## src/rtl/nsmcw_pkg.sv

```systemverilog
// Shared types and constants for the nixie scan multiplexer.
package nsmcw_pkg;

    localparam int MAX_TUBES  = 8;
    localparam int TUBE_W     = 3;
    localparam int DIGIT_W    = 4;
    localparam int MASK_W     = 8;
    localparam int KIND_W     = 3;
    localparam int TARGET_W   = 2;
    localparam int CFG_IDX_W  = 3;
    localparam int CFG_DATA_W = 8;

    localparam logic [3:0] FADE_SCANS       = 4'd12;
    localparam logic [3:0] FADE_SCANS_TUBE0 = 4'd5;
    localparam logic [3:0] WIPE_LAST_STEP   = 4'd7;
    localparam logic [7:0] WIPE_RATE_RESET  = 8'd4;

    // Item kinds
    typedef enum logic [KIND_W-1:0] {
        KIND_SCAN   = 3'd0,
        KIND_SLOW   = 3'd1,
        KIND_DIGIT  = 3'd2,
        KIND_WIPE   = 3'd3,
        KIND_ALT    = 3'd4,
        KIND_EBLANK = 3'd5
    } kind_t;

    // Configuration register indexes
    typedef enum logic [CFG_IDX_W-1:0] {
        CFG_CROSSFADE  = 3'd0,
        CFG_ALL_BLANK  = 3'd1,
        CFG_TUBE_BLANK = 3'd2,
        CFG_WIPE_RATE  = 3'd3,
        CFG_WIPE_STYLE = 3'd4
    } cfg_idx_t;

    // Wipe goals (also the wipe target codes)
    localparam logic [1:0] GOAL_ON  = 2'd0;
    localparam logic [1:0] GOAL_OFF = 2'd1;
    localparam logic [1:0] GOAL_ALT = 2'd2;

    // Wipe styles
    localparam logic [1:0] STYLE_FROM_HIGH = 2'd0;
    localparam logic [1:0] STYLE_FROM_LOW  = 2'd1;
    localparam logic [1:0] STYLE_TOGGLE    = 2'd2;

    // Wipe direction
    localparam logic DIR_FROM_HIGH = 1'b0;
    localparam logic DIR_FROM_LOW  = 1'b1;

    typedef struct packed {
        logic              crossfade_on;
        logic              all_blank;
        logic [MASK_W-1:0] tube_blank_mask;
        logic [7:0]        wipe_rate;
        logic [1:0]        wipe_style;
    } cfg_t;

    // Decoded request, each flag qualified by the request being processed
    typedef struct packed {
        logic                is_scan;
        logic                is_slow;
        logic                is_digit;
        logic                is_wipe;
        logic                is_alt;
        logic                is_eblank;
        logic [TUBE_W-1:0]   tube;
        logic [DIGIT_W-1:0]  digit;
        logic [TARGET_W-1:0] target;
        logic [MASK_W-1:0]   mask;
    } op_t;

    typedef struct packed {
        logic [MASK_W-1:0] alt_mask;
        logic [MASK_W-1:0] effect_blank_mask;
        logic              wipe_running;
    } masks_t;

    typedef struct packed {
        logic [MASK_W-1:0] anode;
        logic [7:0]        cath_first;
        logic [7:0]        cath_second;
    } scan_res_t;

endpackage

```

## src/rtl/nsmcw_if.sv

```systemverilog
// Handshake channel interfaces: request, result and configuration write.
interface nsmcw_item_if;
    logic                          valid;
    logic                          ready;
    logic [nsmcw_pkg::KIND_W-1:0]   kind;
    logic [nsmcw_pkg::TUBE_W-1:0]   tube_index;
    logic [nsmcw_pkg::DIGIT_W-1:0]  digit_value;
    logic [nsmcw_pkg::TARGET_W-1:0] wipe_target;
    logic [nsmcw_pkg::MASK_W-1:0]   mask_value;

    modport source (output valid, kind, tube_index, digit_value, wipe_target, mask_value,
                    input ready);
    modport sink (input valid, kind, tube_index, digit_value, wipe_target, mask_value,
                  output ready);
endinterface

interface nsmcw_result_if;
    logic                        valid;
    logic                        ready;
    logic [nsmcw_pkg::MASK_W-1:0] anode_bits;
    logic [7:0]                  cathode_first_byte;
    logic [7:0]                  cathode_second_byte;
    logic                        wipe_busy;

    modport source (output valid, anode_bits, cathode_first_byte, cathode_second_byte,
                    wipe_busy, input ready);
    modport sink (input valid, anode_bits, cathode_first_byte, cathode_second_byte,
                  wipe_busy, output ready);
endinterface

interface nsmcw_cfg_if;
    logic                             valid;
    logic                             ready;
    logic [nsmcw_pkg::CFG_IDX_W-1:0]  index;
    logic [nsmcw_pkg::CFG_DATA_W-1:0] data;

    modport source (output valid, index, data, input ready);
    modport sink (input valid, index, data, output ready);
endinterface

```

## src/rtl/nsmcw_wipe.sv

```systemverilog
// Wipe effect engine: alternate and effect-blank masks and wipe sequencing.
module nsmcw_wipe (
    input  logic              clk,
    input  logic              rst_n,
    input  nsmcw_pkg::cfg_t   cfg,
    input  nsmcw_pkg::op_t    op,
    output nsmcw_pkg::masks_t masks
);
    import nsmcw_pkg::*;

    logic [MASK_W-1:0] alt_reg, alt_next;
    logic [MASK_W-1:0] eblank_reg, eblank_next;
    logic              running_reg, running_next;
    logic [3:0]        step_reg, step_next;
    logic [7:0]        rate_cnt_reg, rate_cnt_next;
    logic              dir_reg, dir_next;
    logic [1:0]        goal_reg, goal_next;
    logic [1:0]        origin_reg, origin_next;

    logic              dir_chosen;
    logic [7:0]        rate_dec;
    logic [15:0]       low_fill;
    logic [MASK_W-1:0] low_mask;
    logic [MASK_W-1:0] high_mask;
    logic [MASK_W-1:0] edge_mask;

    // Build the edge mask of step_reg bits
    always_comb
    begin
        low_fill = ~(16'hFFFF << step_reg);
        low_mask = low_fill[MASK_W-1:0];
        for (int i = 0; i < MASK_W; i++)
        begin
            high_mask[i] = low_mask[MASK_W-1-i];
        end
        edge_mask = (dir_reg == DIR_FROM_LOW) ? low_mask : high_mask;
    end

    assign dir_chosen = (cfg.wipe_style == STYLE_TOGGLE) ? ~dir_reg
                                                         : (cfg.wipe_style == STYLE_FROM_LOW);
    assign rate_dec   = rate_cnt_reg - 8'd1;

    // Advance wipe, start wipe, take mask writes
    always_comb
    begin
        alt_next      = alt_reg;
        eblank_next   = eblank_reg;
        running_next  = running_reg;
        step_next     = step_reg;
        rate_cnt_next = rate_cnt_reg;
        dir_next      = dir_reg;
        goal_next     = goal_reg;
        origin_next   = origin_reg;

        if (op.is_slow && running_reg && !cfg.all_blank)
        begin
            rate_cnt_next = rate_dec;
            if (rate_dec == 8'd0)
            begin
                case (goal_reg)
                    GOAL_ON:
                    begin
                        if (origin_reg == GOAL_OFF)
                        begin
                            eblank_next = ~edge_mask;
                        end
                        else
                        begin
                            alt_next = ~edge_mask;
                        end
                    end
                    GOAL_OFF: eblank_next = edge_mask;
                    GOAL_ALT: alt_next = edge_mask;
                    default: ;
                endcase
                rate_cnt_next = cfg.wipe_rate;
                if (step_reg > WIPE_LAST_STEP)
                begin
                    running_next = 1'b0;
                    if (goal_reg == GOAL_ON)
                    begin
                        dir_next = dir_chosen;
                    end
                end
                step_next = step_reg + 4'd1;
            end
        end

        if (op.is_wipe && !cfg.all_blank)
        begin
            rate_cnt_next = cfg.wipe_rate;
            step_next     = 4'd1;
            running_next  = 1'b1;
            dir_next      = dir_chosen;
            if (op.target == GOAL_ON)
            begin
                origin_next = goal_reg;
                goal_next   = GOAL_ON;
            end
            else
            begin
                goal_next = op.target;
            end
        end

        if (op.is_alt && !cfg.all_blank)
        begin
            alt_next = op.mask;
        end

        if (op.is_eblank && !cfg.all_blank)
        begin
            eblank_next = op.mask;
        end
    end

    always_ff @(posedge clk or negedge rst_n)
    begin
        if (!rst_n)
        begin
            alt_reg      <= '0;
            eblank_reg   <= '0;
            running_reg  <= 1'b0;
            step_reg     <= 4'd1;
            rate_cnt_reg <= WIPE_RATE_RESET;
            dir_reg      <= DIR_FROM_HIGH;
            goal_reg     <= GOAL_ON;
            origin_reg   <= GOAL_ON;
        end
        else
        begin
            alt_reg      <= alt_next;
            eblank_reg   <= eblank_next;
            running_reg  <= running_next;
            step_reg     <= step_next;
            rate_cnt_reg <= rate_cnt_next;
            dir_reg      <= dir_next;
            goal_reg     <= goal_next;
            origin_reg   <= origin_next;
        end
    end

    assign masks.alt_mask          = alt_reg;
    assign masks.effect_blank_mask = eblank_reg;
    assign masks.wipe_running      = running_reg;

    // A running wipe never goes past its last step
    a_step_range: assert property (@(posedge clk) disable iff (!rst_n)
        running_reg |-> (step_reg != 4'd0 && step_reg <= WIPE_LAST_STEP + 4'd1))
        else $error("wipe step out of range while running");

endmodule

```

## src/rtl/nsmcw_scan.sv

```systemverilog
// Tube scanner: per-tube digit lanes, cross-fade and anode/cathode bytes.
module nsmcw_scan #(
    parameter int NUM_TUBES  = 7,
    parameter int NUM_DIGITS = 10
) (
    input  logic                 clk,
    input  logic                 rst_n,
    input  nsmcw_pkg::cfg_t      cfg,
    input  nsmcw_pkg::op_t       op,
    input  nsmcw_pkg::masks_t    masks,
    output nsmcw_pkg::scan_res_t res
);
    import nsmcw_pkg::*;

    localparam int CYC_W = $clog2(NUM_DIGITS);

    logic [TUBE_W-1:0]  ptr_reg, ptr_next;
    logic [TUBE_W:0]    ptr_inc;
    logic [TUBE_W-1:0]  scan_p;

    logic [DIGIT_W-1:0] req_lane    [MAX_TUBES];
    logic [DIGIT_W-1:0] shown_lane  [MAX_TUBES];
    logic [DIGIT_W-1:0] prev_lane   [MAX_TUBES];
    logic [3:0]         fade_lane   [MAX_TUBES];
    logic [CYC_W-1:0]   cyc_lane    [MAX_TUBES];

    logic               alt;
    logic               load_fade;
    logic               light_prev;
    logic               lit;
    logic [DIGIT_W-1:0] new_shown;
    logic [DIGIT_W-1:0] new_prev;
    logic [3:0]         fade_loaded;
    logic [3:0]         new_fade;
    logic [15:0]        cath_on;
    logic [15:0]        cath_n;

    // Step the pointer, wrap at the tube count
    assign ptr_inc  = {1'b0, ptr_reg} + 4'd1;
    assign scan_p   = ({1'b0, ptr_inc[TUBE_W-1:0]} >= 4'(NUM_TUBES)) ? '0
                                                                     : ptr_inc[TUBE_W-1:0];
    assign ptr_next = op.is_scan ? scan_p : ptr_reg;

    always_ff @(posedge clk or negedge rst_n)
    begin
        if (!rst_n)
        begin
            ptr_reg <= '0;
        end
        else
        begin
            ptr_reg <= ptr_next;
        end
    end

    // Work out the scanned tube's new digits and drive bytes
    always_comb
    begin
        alt         = masks.alt_mask[scan_p];
        load_fade   = cfg.crossfade_on && (shown_lane[scan_p] != req_lane[scan_p]);
        new_prev    = load_fade ? shown_lane[scan_p] : prev_lane[scan_p];
        fade_loaded = load_fade ? ((scan_p == '0) ? FADE_SCANS_TUBE0 : FADE_SCANS)
                                : fade_lane[scan_p];
        new_shown   = alt ? DIGIT_W'(cyc_lane[scan_p]) : req_lane[scan_p];
        light_prev  = cfg.crossfade_on && (fade_loaded != 4'd0);
        new_fade    = light_prev ? (fade_loaded - 4'd1) : fade_loaded;
        cath_on     = (16'd1 << new_shown) | (light_prev ? (16'd1 << new_prev) : 16'd0);
        cath_n      = ~cath_on;
        lit         = !cfg.all_blank &&
                      ((!cfg.tube_blank_mask[scan_p] && !masks.effect_blank_mask[scan_p])
                       || alt);
        res.anode       = lit ? (MASK_W'(1) << scan_p) : '0;
        res.cath_first  = cath_n[15:8];
        res.cath_second = cath_n[7:0];
    end

    // One lane of digit state per tube that is fitted
    for (genvar t = 0; t < MAX_TUBES; t++)
    begin : g_lane
        if (t < NUM_TUBES)
        begin : g_used
            localparam logic [TUBE_W-1:0] LANE = TUBE_W'(t);

            logic [DIGIT_W-1:0] req_reg;
            logic [DIGIT_W-1:0] shown_reg;
            logic [DIGIT_W-1:0] prev_reg;
            logic [3:0]         fade_reg;
            logic [CYC_W-1:0]   cyc_reg;
            logic [CYC_W:0]     cyc_inc;
            logic               scan_hit;
            logic               write_hit;

            assign scan_hit  = op.is_scan && (scan_p == LANE);
            assign write_hit = op.is_digit && (op.tube == LANE);
            assign cyc_inc   = {1'b0, cyc_reg} + (CYC_W+1)'(1);

            always_ff @(posedge clk or negedge rst_n)
            begin
                if (!rst_n)
                begin
                    req_reg   <= '0;
                    shown_reg <= '0;
                    prev_reg  <= '0;
                    fade_reg  <= '0;
                    cyc_reg   <= '0;
                end
                else
                begin
                    if (write_hit)
                    begin
                        req_reg <= op.digit;
                    end
                    if (scan_hit)
                    begin
                        shown_reg <= new_shown;
                        prev_reg  <= new_prev;
                        fade_reg  <= new_fade;
                    end
                    // Advance the alternate digit, wrap at the digit count
                    if (op.is_slow)
                    begin
                        cyc_reg <= (cyc_inc >= (CYC_W+1)'(NUM_DIGITS)) ? '0
                                                                       : cyc_inc[CYC_W-1:0];
                    end
                end
            end

            assign req_lane[t]   = req_reg;
            assign shown_lane[t] = shown_reg;
            assign prev_lane[t]  = prev_reg;
            assign fade_lane[t]  = fade_reg;
            assign cyc_lane[t]   = cyc_reg;
        end
        else
        begin : g_absent
            assign req_lane[t]   = '0;
            assign shown_lane[t] = '0;
            assign prev_lane[t]  = '0;
            assign fade_lane[t]  = '0;
            assign cyc_lane[t]   = '0;
        end
    end

    // The pointer only ever names a fitted tube
    a_ptr_range: assert property (@(posedge clk) disable iff (!rst_n)
        {1'b0, ptr_reg} < 4'(NUM_TUBES))
        else $error("scan pointer beyond fitted tubes");

endmodule

```

## src/rtl/nixie_scan_mux_crossfade_wipe.sv

```systemverilog
// Top level: request register, configuration registers, result register.
//
//  channel  role    carries
//  -------  ------  ---------------------------------------------------------
//  item     sink    kind, tube_index, digit_value, wipe_target, mask_value
//  result   source  anode_bits, cathode_first_byte, cathode_second_byte, wipe_busy
//  cfg      sink    index, data (always ready)
//
//  A request is registered on accept and processed from there by the scan lanes
//  and the wipe engine; a scan tick's bytes are captured in the result register.
//  One request per cycle is sustained; a scan tick waits in the request
//  register only while the result register is full and not being taken.
//  Reset clears all digit lanes, masks and wipe state; no clearing pass.
module nixie_scan_mux_crossfade_wipe #(
    parameter int NUM_TUBES  = 7,
    parameter int NUM_DIGITS = 10
) (
    input  logic           clk,
    input  logic           rst_n,
    nsmcw_cfg_if.sink      cfg,
    nsmcw_item_if.sink     item,
    nsmcw_result_if.source result
);
    import nsmcw_pkg::*;

    cfg_t                cfg_reg, cfg_next;

    logic                item_valid_reg, item_valid_next;
    logic [KIND_W-1:0]   kind_reg;
    logic [TUBE_W-1:0]   tube_reg;
    logic [DIGIT_W-1:0]  digit_reg;
    logic [TARGET_W-1:0] target_reg;
    logic [MASK_W-1:0]   mask_reg;

    logic                out_valid_reg, out_valid_next;
    logic [MASK_W-1:0]   anode_reg;
    logic [7:0]          cath_first_reg;
    logic [7:0]          cath_second_reg;
    logic                busy_reg;

    logic                item_take;
    logic                item_is_scan;
    logic                out_free;
    logic                proc;
    logic                proc_scan;
    op_t                 op;
    masks_t              masks;
    scan_res_t           scan_res;

    // Configuration writes
    assign cfg.ready = 1'b1;

    always_comb
    begin
        cfg_next = cfg_reg;
        if (cfg.valid)
        begin
            unique case (cfg.index)
                CFG_CROSSFADE:  cfg_next.crossfade_on    = cfg.data[0];
                CFG_ALL_BLANK:  cfg_next.all_blank       = cfg.data[0];
                CFG_TUBE_BLANK: cfg_next.tube_blank_mask = cfg.data;
                CFG_WIPE_RATE:  cfg_next.wipe_rate       = cfg.data;
                CFG_WIPE_STYLE: cfg_next.wipe_style      = cfg.data[1:0];
                default: ;
            endcase
        end
    end

    // Process a held request unless it is a scan blocked by a full result slot
    assign item_is_scan = (kind_reg == KIND_SCAN);
    assign out_free     = !out_valid_reg || result.ready;
    assign proc         = item_valid_reg && (!item_is_scan || out_free);
    assign proc_scan    = proc && item_is_scan;
    assign item.ready   = !item_valid_reg || proc;
    assign item_take    = item.valid && item.ready;

    assign item_valid_next = item_take ? 1'b1 : (proc ? 1'b0 : item_valid_reg);
    assign out_valid_next  = proc_scan ? 1'b1 : (result.ready ? 1'b0 : out_valid_reg);

    // Decode the held request
    always_comb
    begin
        op        = '0;
        op.tube   = tube_reg;
        op.digit  = digit_reg;
        op.target = target_reg;
        op.mask   = mask_reg;
        unique case (kind_reg)
            KIND_SCAN:   op.is_scan   = proc;
            KIND_SLOW:   op.is_slow   = proc;
            KIND_DIGIT:  op.is_digit  = proc;
            KIND_WIPE:   op.is_wipe   = proc;
            KIND_ALT:    op.is_alt    = proc;
            KIND_EBLANK: op.is_eblank = proc;
            default: ;
        endcase
    end

    // Control registers
    always_ff @(posedge clk or negedge rst_n)
    begin
        if (!rst_n)
        begin
            cfg_reg.crossfade_on    <= 1'b0;
            cfg_reg.all_blank       <= 1'b0;
            cfg_reg.tube_blank_mask <= '0;
            cfg_reg.wipe_rate       <= WIPE_RATE_RESET;
            cfg_reg.wipe_style      <= STYLE_FROM_HIGH;
            item_valid_reg          <= 1'b0;
            out_valid_reg           <= 1'b0;
        end
        else
        begin
            cfg_reg        <= cfg_next;
            item_valid_reg <= item_valid_next;
            out_valid_reg  <= out_valid_next;
        end
    end

    // Hold the request payload
    always_ff @(posedge clk)
    begin
        if (item_take)
        begin
            kind_reg   <= item.kind;
            tube_reg   <= item.tube_index;
            digit_reg  <= item.digit_value;
            target_reg <= item.wipe_target;
            mask_reg   <= item.mask_value;
        end
    end

    // Capture the scan result
    always_ff @(posedge clk)
    begin
        if (proc_scan)
        begin
            anode_reg       <= scan_res.anode;
            cath_first_reg  <= scan_res.cath_first;
            cath_second_reg <= scan_res.cath_second;
            busy_reg        <= masks.wipe_running;
        end
    end

    nsmcw_wipe u_wipe (
        .clk   (clk),
        .rst_n (rst_n),
        .cfg   (cfg_reg),
        .op    (op),
        .masks (masks)
    );

    nsmcw_scan #(
        .NUM_TUBES  (NUM_TUBES),
        .NUM_DIGITS (NUM_DIGITS)
    ) u_scan (
        .clk   (clk),
        .rst_n (rst_n),
        .cfg   (cfg_reg),
        .op    (op),
        .masks (masks),
        .res   (scan_res)
    );

    assign result.valid               = out_valid_reg;
    assign result.anode_bits          = anode_reg;
    assign result.cathode_first_byte  = cath_first_reg;
    assign result.cathode_second_byte = cath_second_reg;
    assign result.wipe_busy           = busy_reg;

    // A processed scan always shows up in the result register
    a_scan_result: assert property (@(posedge clk) disable iff (!rst_n)
        proc_scan |=> out_valid_reg)
        else $error("scan tick processed without a result");

    // Never overwrite a result that is still waiting
    a_no_overwrite: assert property (@(posedge clk) disable iff (!rst_n)
        (out_valid_reg && !result.ready) |-> !proc_scan)
        else $error("pending result overwritten");

    // At most one anode is driven
    a_anode_onehot: assert property (@(posedge clk) disable iff (!rst_n)
        out_valid_reg |-> $onehot0(anode_reg))
        else $error("more than one anode lit");

endmodule

```

## src/flat_wrapper.sv

```systemverilog
// flat-port wrapper written by rule: the top's interface ports become plain ports
module nixie_scan_mux_crossfade_wipe_flat import nsmcw_pkg::*;
#(
    parameter int NUM_TUBES  = 7,
    parameter int NUM_DIGITS = 10
)
  (clk, rst_n, cfg_valid, cfg_index, cfg_data, cfg_ready, item_valid, item_kind, item_tube_index, item_digit_value, item_wipe_target, item_mask_value, item_ready, result_valid, result_anode_bits, result_cathode_first_byte, result_cathode_second_byte, result_wipe_busy, result_ready);
  nsmcw_cfg_if cfg_i ();
  nsmcw_item_if item_i ();
  nsmcw_result_if result_i ();
  input  logic clk;
  input  logic rst_n;
  input wire logic [$bits(cfg_i.valid)-1:0] cfg_valid;
  input wire logic [$bits(cfg_i.index)-1:0] cfg_index;
  input wire logic [$bits(cfg_i.data)-1:0] cfg_data;
  output wire logic [$bits(cfg_i.ready)-1:0] cfg_ready;
  input wire logic [$bits(item_i.valid)-1:0] item_valid;
  input wire logic [$bits(item_i.kind)-1:0] item_kind;
  input wire logic [$bits(item_i.tube_index)-1:0] item_tube_index;
  input wire logic [$bits(item_i.digit_value)-1:0] item_digit_value;
  input wire logic [$bits(item_i.wipe_target)-1:0] item_wipe_target;
  input wire logic [$bits(item_i.mask_value)-1:0] item_mask_value;
  output wire logic [$bits(item_i.ready)-1:0] item_ready;
  output wire logic [$bits(result_i.valid)-1:0] result_valid;
  output wire logic [$bits(result_i.anode_bits)-1:0] result_anode_bits;
  output wire logic [$bits(result_i.cathode_first_byte)-1:0] result_cathode_first_byte;
  output wire logic [$bits(result_i.cathode_second_byte)-1:0] result_cathode_second_byte;
  output wire logic [$bits(result_i.wipe_busy)-1:0] result_wipe_busy;
  input wire logic [$bits(result_i.ready)-1:0] result_ready;
  assign cfg_i.valid = cfg_valid;
  assign cfg_i.index = cfg_index;
  assign cfg_i.data = cfg_data;
  assign cfg_ready = cfg_i.ready;
  assign item_i.valid = item_valid;
  assign item_i.kind = item_kind;
  assign item_i.tube_index = item_tube_index;
  assign item_i.digit_value = item_digit_value;
  assign item_i.wipe_target = item_wipe_target;
  assign item_i.mask_value = item_mask_value;
  assign item_ready = item_i.ready;
  assign result_valid = result_i.valid;
  assign result_anode_bits = result_i.anode_bits;
  assign result_cathode_first_byte = result_i.cathode_first_byte;
  assign result_cathode_second_byte = result_i.cathode_second_byte;
  assign result_wipe_busy = result_i.wipe_busy;
  assign result_i.ready = result_ready;
  nixie_scan_mux_crossfade_wipe #(.NUM_TUBES(NUM_TUBES), .NUM_DIGITS(NUM_DIGITS)) u_core (.clk(clk), .rst_n(rst_n), .cfg(cfg_i), .item(item_i), .result(result_i));
endmodule
```

## config.mk

```make
export PLATFORM = sky130hd
export DESIGN_NAME = nixie_scan_mux_crossfade_wipe_flat
export DESIGN_NICKNAME = d
export VERILOG_FILES = /design/src/rtl/nsmcw_pkg.sv /design/src/rtl/nsmcw_if.sv /design/src/rtl/nsmcw_wipe.sv /design/src/rtl/nsmcw_scan.sv /design/src/rtl/nixie_scan_mux_crossfade_wipe.sv /design/src/flat_wrapper.sv
export SDC_FILE = /design/constraint.sdc
export NUM_CORES = 1
export LEC_CHECK = 0
export BUFFER_PORTS_ARGS = -buffer_cell sky130_fd_sc_hd__buf_2
export CELL_PAD_IN_SITES_DETAIL_PLACEMENT = 0
export CELL_PAD_IN_SITES_GLOBAL_PLACEMENT = 1
export CORE_UTILIZATION = 36
export CTS_CLUSTER_DIAMETER = 30
export DETAILED_ROUTE_END_ITERATION = 10
export PLACE_DENSITY = 0.63
export SYNTH_ARGS = -nofsm -noshare
export SYNTH_HDL_FRONTEND = slang
export SYNTH_HIERARCHICAL = 1
export SYNTH_SLANG_ARGS = --single-unit
```

## constraint.sdc

```tcl
create_clock -name clk -period 9.25 [get_ports clk]
set_clock_uncertainty 0.1 [all_clocks]
set_input_delay 0 -clock clk [delete_from_list [all_inputs] [get_ports clk]]
set_output_delay 0 -clock clk [all_outputs]
set_load 0.005 [all_outputs]
```

==> impl_metrics.json <==
{
  "yosysUniqueCellTypes": 103,
  "fin_area_um2": 16600,
  "layout-drive-gt1-share_pct": 21.8,
  "max_cap_violations": 0,
  "synth_edf_count": 45,
  "cts_resized": 0,
  "synth-async-reset-ratio_pct": 81.6,
  "layout_min_cycle_time_ps": 6350,
  "rsz0062_at_grt": "false",
  "clock_path_buffers": 3,
  "cp-end-kind": "flop",
  "dieArea_um2": 37000,
  "clock_sinks": 244,
  "viasPerCell": 5.43,
  "place_congestion": 0.822,
  "nets": 1442,
  "cpMaxStageDelayCell": "xnor2_1",
  "hp-class": "primary input to flop",
  "cts_tree": "done",
  "wirelength_um": 36500,
  "worstSetupPathDepth": 16,
  "ys.flop_type": "dfrtp_1",
  "synthesis.area_um2": 13100,
  "critical_path.top_delay_family": "compound AO/OA/AOI/OAI gates",
  "place_area_um2": 13700,
  "gr-total-overflow": 0,
  "required_ps": 9590,
  "cts_buffers": 70,
  "ys_ff_latch": 244,
  "hold_violations": 0,
  "violations": "DRC",
  "die_h_um": 192,
  "ir_drop_uv": 187,
  "dp_hpwl_um": 24000,
  "worst_slew_pin_slew_ps": 1190,
  "relSlewSlack_pct": 19.9,
  "p_leak_nw": 7.11,
  "startpoint": "u_core/u_scan/ptr_reg[0]$_DFFE_PN0P_",
  "dr.pass1.iters": 10,
  "cp.arrival_ps": 6690,
  "hp-start": "item_mask_value[6]",
  "cp-start-kind": "flop",
  "power_w": 0.00695,
  "worstSetupPathType": "flop to flop",
  "crit_path_max_fanout": 42,
  "core_um2": 35700,
  "num_rows": 69,
  "outcome": "complete, but fails checks",
  "ys_seq_area_share_pct": 48.5,
  "portBuffers": 62,
  "slew_viol_final": 0,
  "die_width_um": 192,
  "cts_root_buf": "clkbuf_16",
  "drt_iter0_drc": 600,
  "area_growth_pct": 27.2,
  "grt_max_degree": 76,
  "syn-num-nets": 1322,
  "drc_errors": 16,
  "whs_path_depth": 2,
  "start_util_pct": 36.6,
  "r2r_cells": 16,
  "synthCells": 1261,
  "ctsHoldBuffers": 41,
  "clock_latency_ps": 570,
  "grt_pass1_vias": 10529,
  "ys_warn_count": 6,
  "post-cts-setup-buffers": 0,
  "ctsHtreeMaxLevel": 3,
  "insertedDiodeCount": 0,
  "reg2reg_from": "u_core/u_scan/ptr_reg[0]$_DFFE_PN0P_",
  "yosys.area.top_type": "dfrtp_1",
  "grt_pass1_wl_um": 59000,
  "grt_antenna_before_repair": 1,
  "netlist.area_leader.share_pct": 37.6,
  "min_period_over_period_pct": 68.7,
  "path_cells": "buf_4 -> ha_1 -> xnor2_1 -> a21oi_2 -> o2bb2ai_1 -> a211oi_1 -> xor2_1 -> a221o_2 -> o21ai_1 -> mux2_2 -> ha_1 -> inv_1 -> or3b_2 -> o31ai_4 -> mux2_2 -> o21ai_0",
  "final.setup.tns_ps": 0,
  "setup_viol": 0,
  "grt_usage_pct": 20.7,
  "path_clk_slew_ps": 40,
  "crit_path_max_incr_delay_ps": 950,
  "num_io_pins": 64,
  "vias": 10322,
  "max_clock_freq_mhz": 157,
  "antenna_left": 0,
  "syn-mean-instance-area_um2": 10.4,
  "power_density_nw_per_um2": 419,
  "post_drt_wl_per_cell_um": 19.2,
  "netlist_top_cells_area": "dfrtp_1, edfxtp_1, o21ai_0",
  "crit_buf_inv": 2
}
[worst paths after layout]
check	endpoint	slack, ps
max in group asynchronous	u_core/cfg_reg[3]$_DFFE_PN0P_	7620
worst max-delay path	u_core/u_scan/g_lane[6].g_used.fade_reg[1]$_DFFE_PN0P_	2900
worst min register to register	u_core/u_wipe/goal_reg[0]$_DFFE_PN0P_	360
worst max register to register	u_core/u_scan/g_lane[6].g_used.fade_reg[1]$_DFFE_PN0P_	2900
min in group asynchronous	u_core/u_scan/g_lane[5].g_used.shown_reg[3]$_DFFE_PN0P_	470
worst min-delay path	u_core/mask_reg[6]$_DFFE_PP_	50
[report_power, final]
part	switching (W)	leakage [nW]	internal [W]	total (W)
Clock	0.000702	1.19	0.00176	0.00247
Combinational	0.00188	2.93	0.000989	0.00287
Sequential	0.000236	2.98	0.00138	0.00162
Total	0.00282	7.11	0.00414	0.00695
[layer usage]
| metal | track usage (%) | vias up | share of wire, % |
|---|---|---|---|
| met3 | 4.20 | 83 | 4.8 |
| met4 | 8.00 | 0 | 3.0 |
| met2 | 33.0 | 270 | 47 |
| met5 | 0 | - | 0 |
| met1 | 27.6 | 5072 | 46 |
| li1 | - | 4897 | - |
[cells in the final DEF (no fill, tap or decap), types with 7 or more instances in the layout]
cell type	n
clkbuf_1	12
nor2b_1	10
a41oi_1	10
o22ai_1	22
xnor2_1	24
nor3_1	22
a21oi_1	46
mux2_2	59
inv_1	38
clkinv_2	10
xor2_1	8
o21ai_0	137
dfrtp_1	196
bufinv_16	9
nor2_1	44
mux2i_1	62
edfxtp_1	45
ha_1	25
a22oi_1	11
nand3_1	33
a221oi_1	8
buf_2	61
nand2_1	171
clkbuf_16	74
buf_4	17
a31oi_1	10
o21ai_1	7
mux2_4	9
a32oi_1	8
nand2b_1	14
nor3b_1	12
dlygate4sd3_1	40
clkbuf_8	9
and3_1	8
[cell families after synthesis]
group	synth area share (%)
buffers and inverters	4.27
other	0.0575
AOI/OAI and AO/OA	16.5
muxes	11.2
adders and majority gates	2.39
DFF	48.5
and+or+nand+nor	14.7
xor gates and xnor gates	2.39
[per-stage QoR]
step                      worst slack [ps]  utilization, %  cells  hold WS, ps
after detailed placement              2950            38.5   1729         -102
after CTS                             2940            46.6   1900         21.7
after global routing                  2570            46.6   1900         42.5
after global placement                3110            38.5   1729         -102
final                                 2900            46.6   1900         54.0
after floorplan                       4390               -   1261         -396
[layout make-up]
cell class	count	area, um^2
clock inverter	36	459
multi-input combinational	905	6210
timing repair buffer	120	875
sequential	244	6330
inverter	40	155
tap	461	577
clock buffer	94	2010
fill	3369	19000
[synth_stat cells (all sizes together) (14+ instances only)]
cell type and count:
inv 40, nand2b 14, nor3 24, mux2 69
clkbuf 45, o21ai 147, ha 25, nand2 173
nor2 48, dfrtp 196, buf 27, o22ai 22
a21oi 49, nand3 35, xnor2 24, mux2i 62
edfxtp 45
Note: power is estimated with default switching activity, not from simulation.
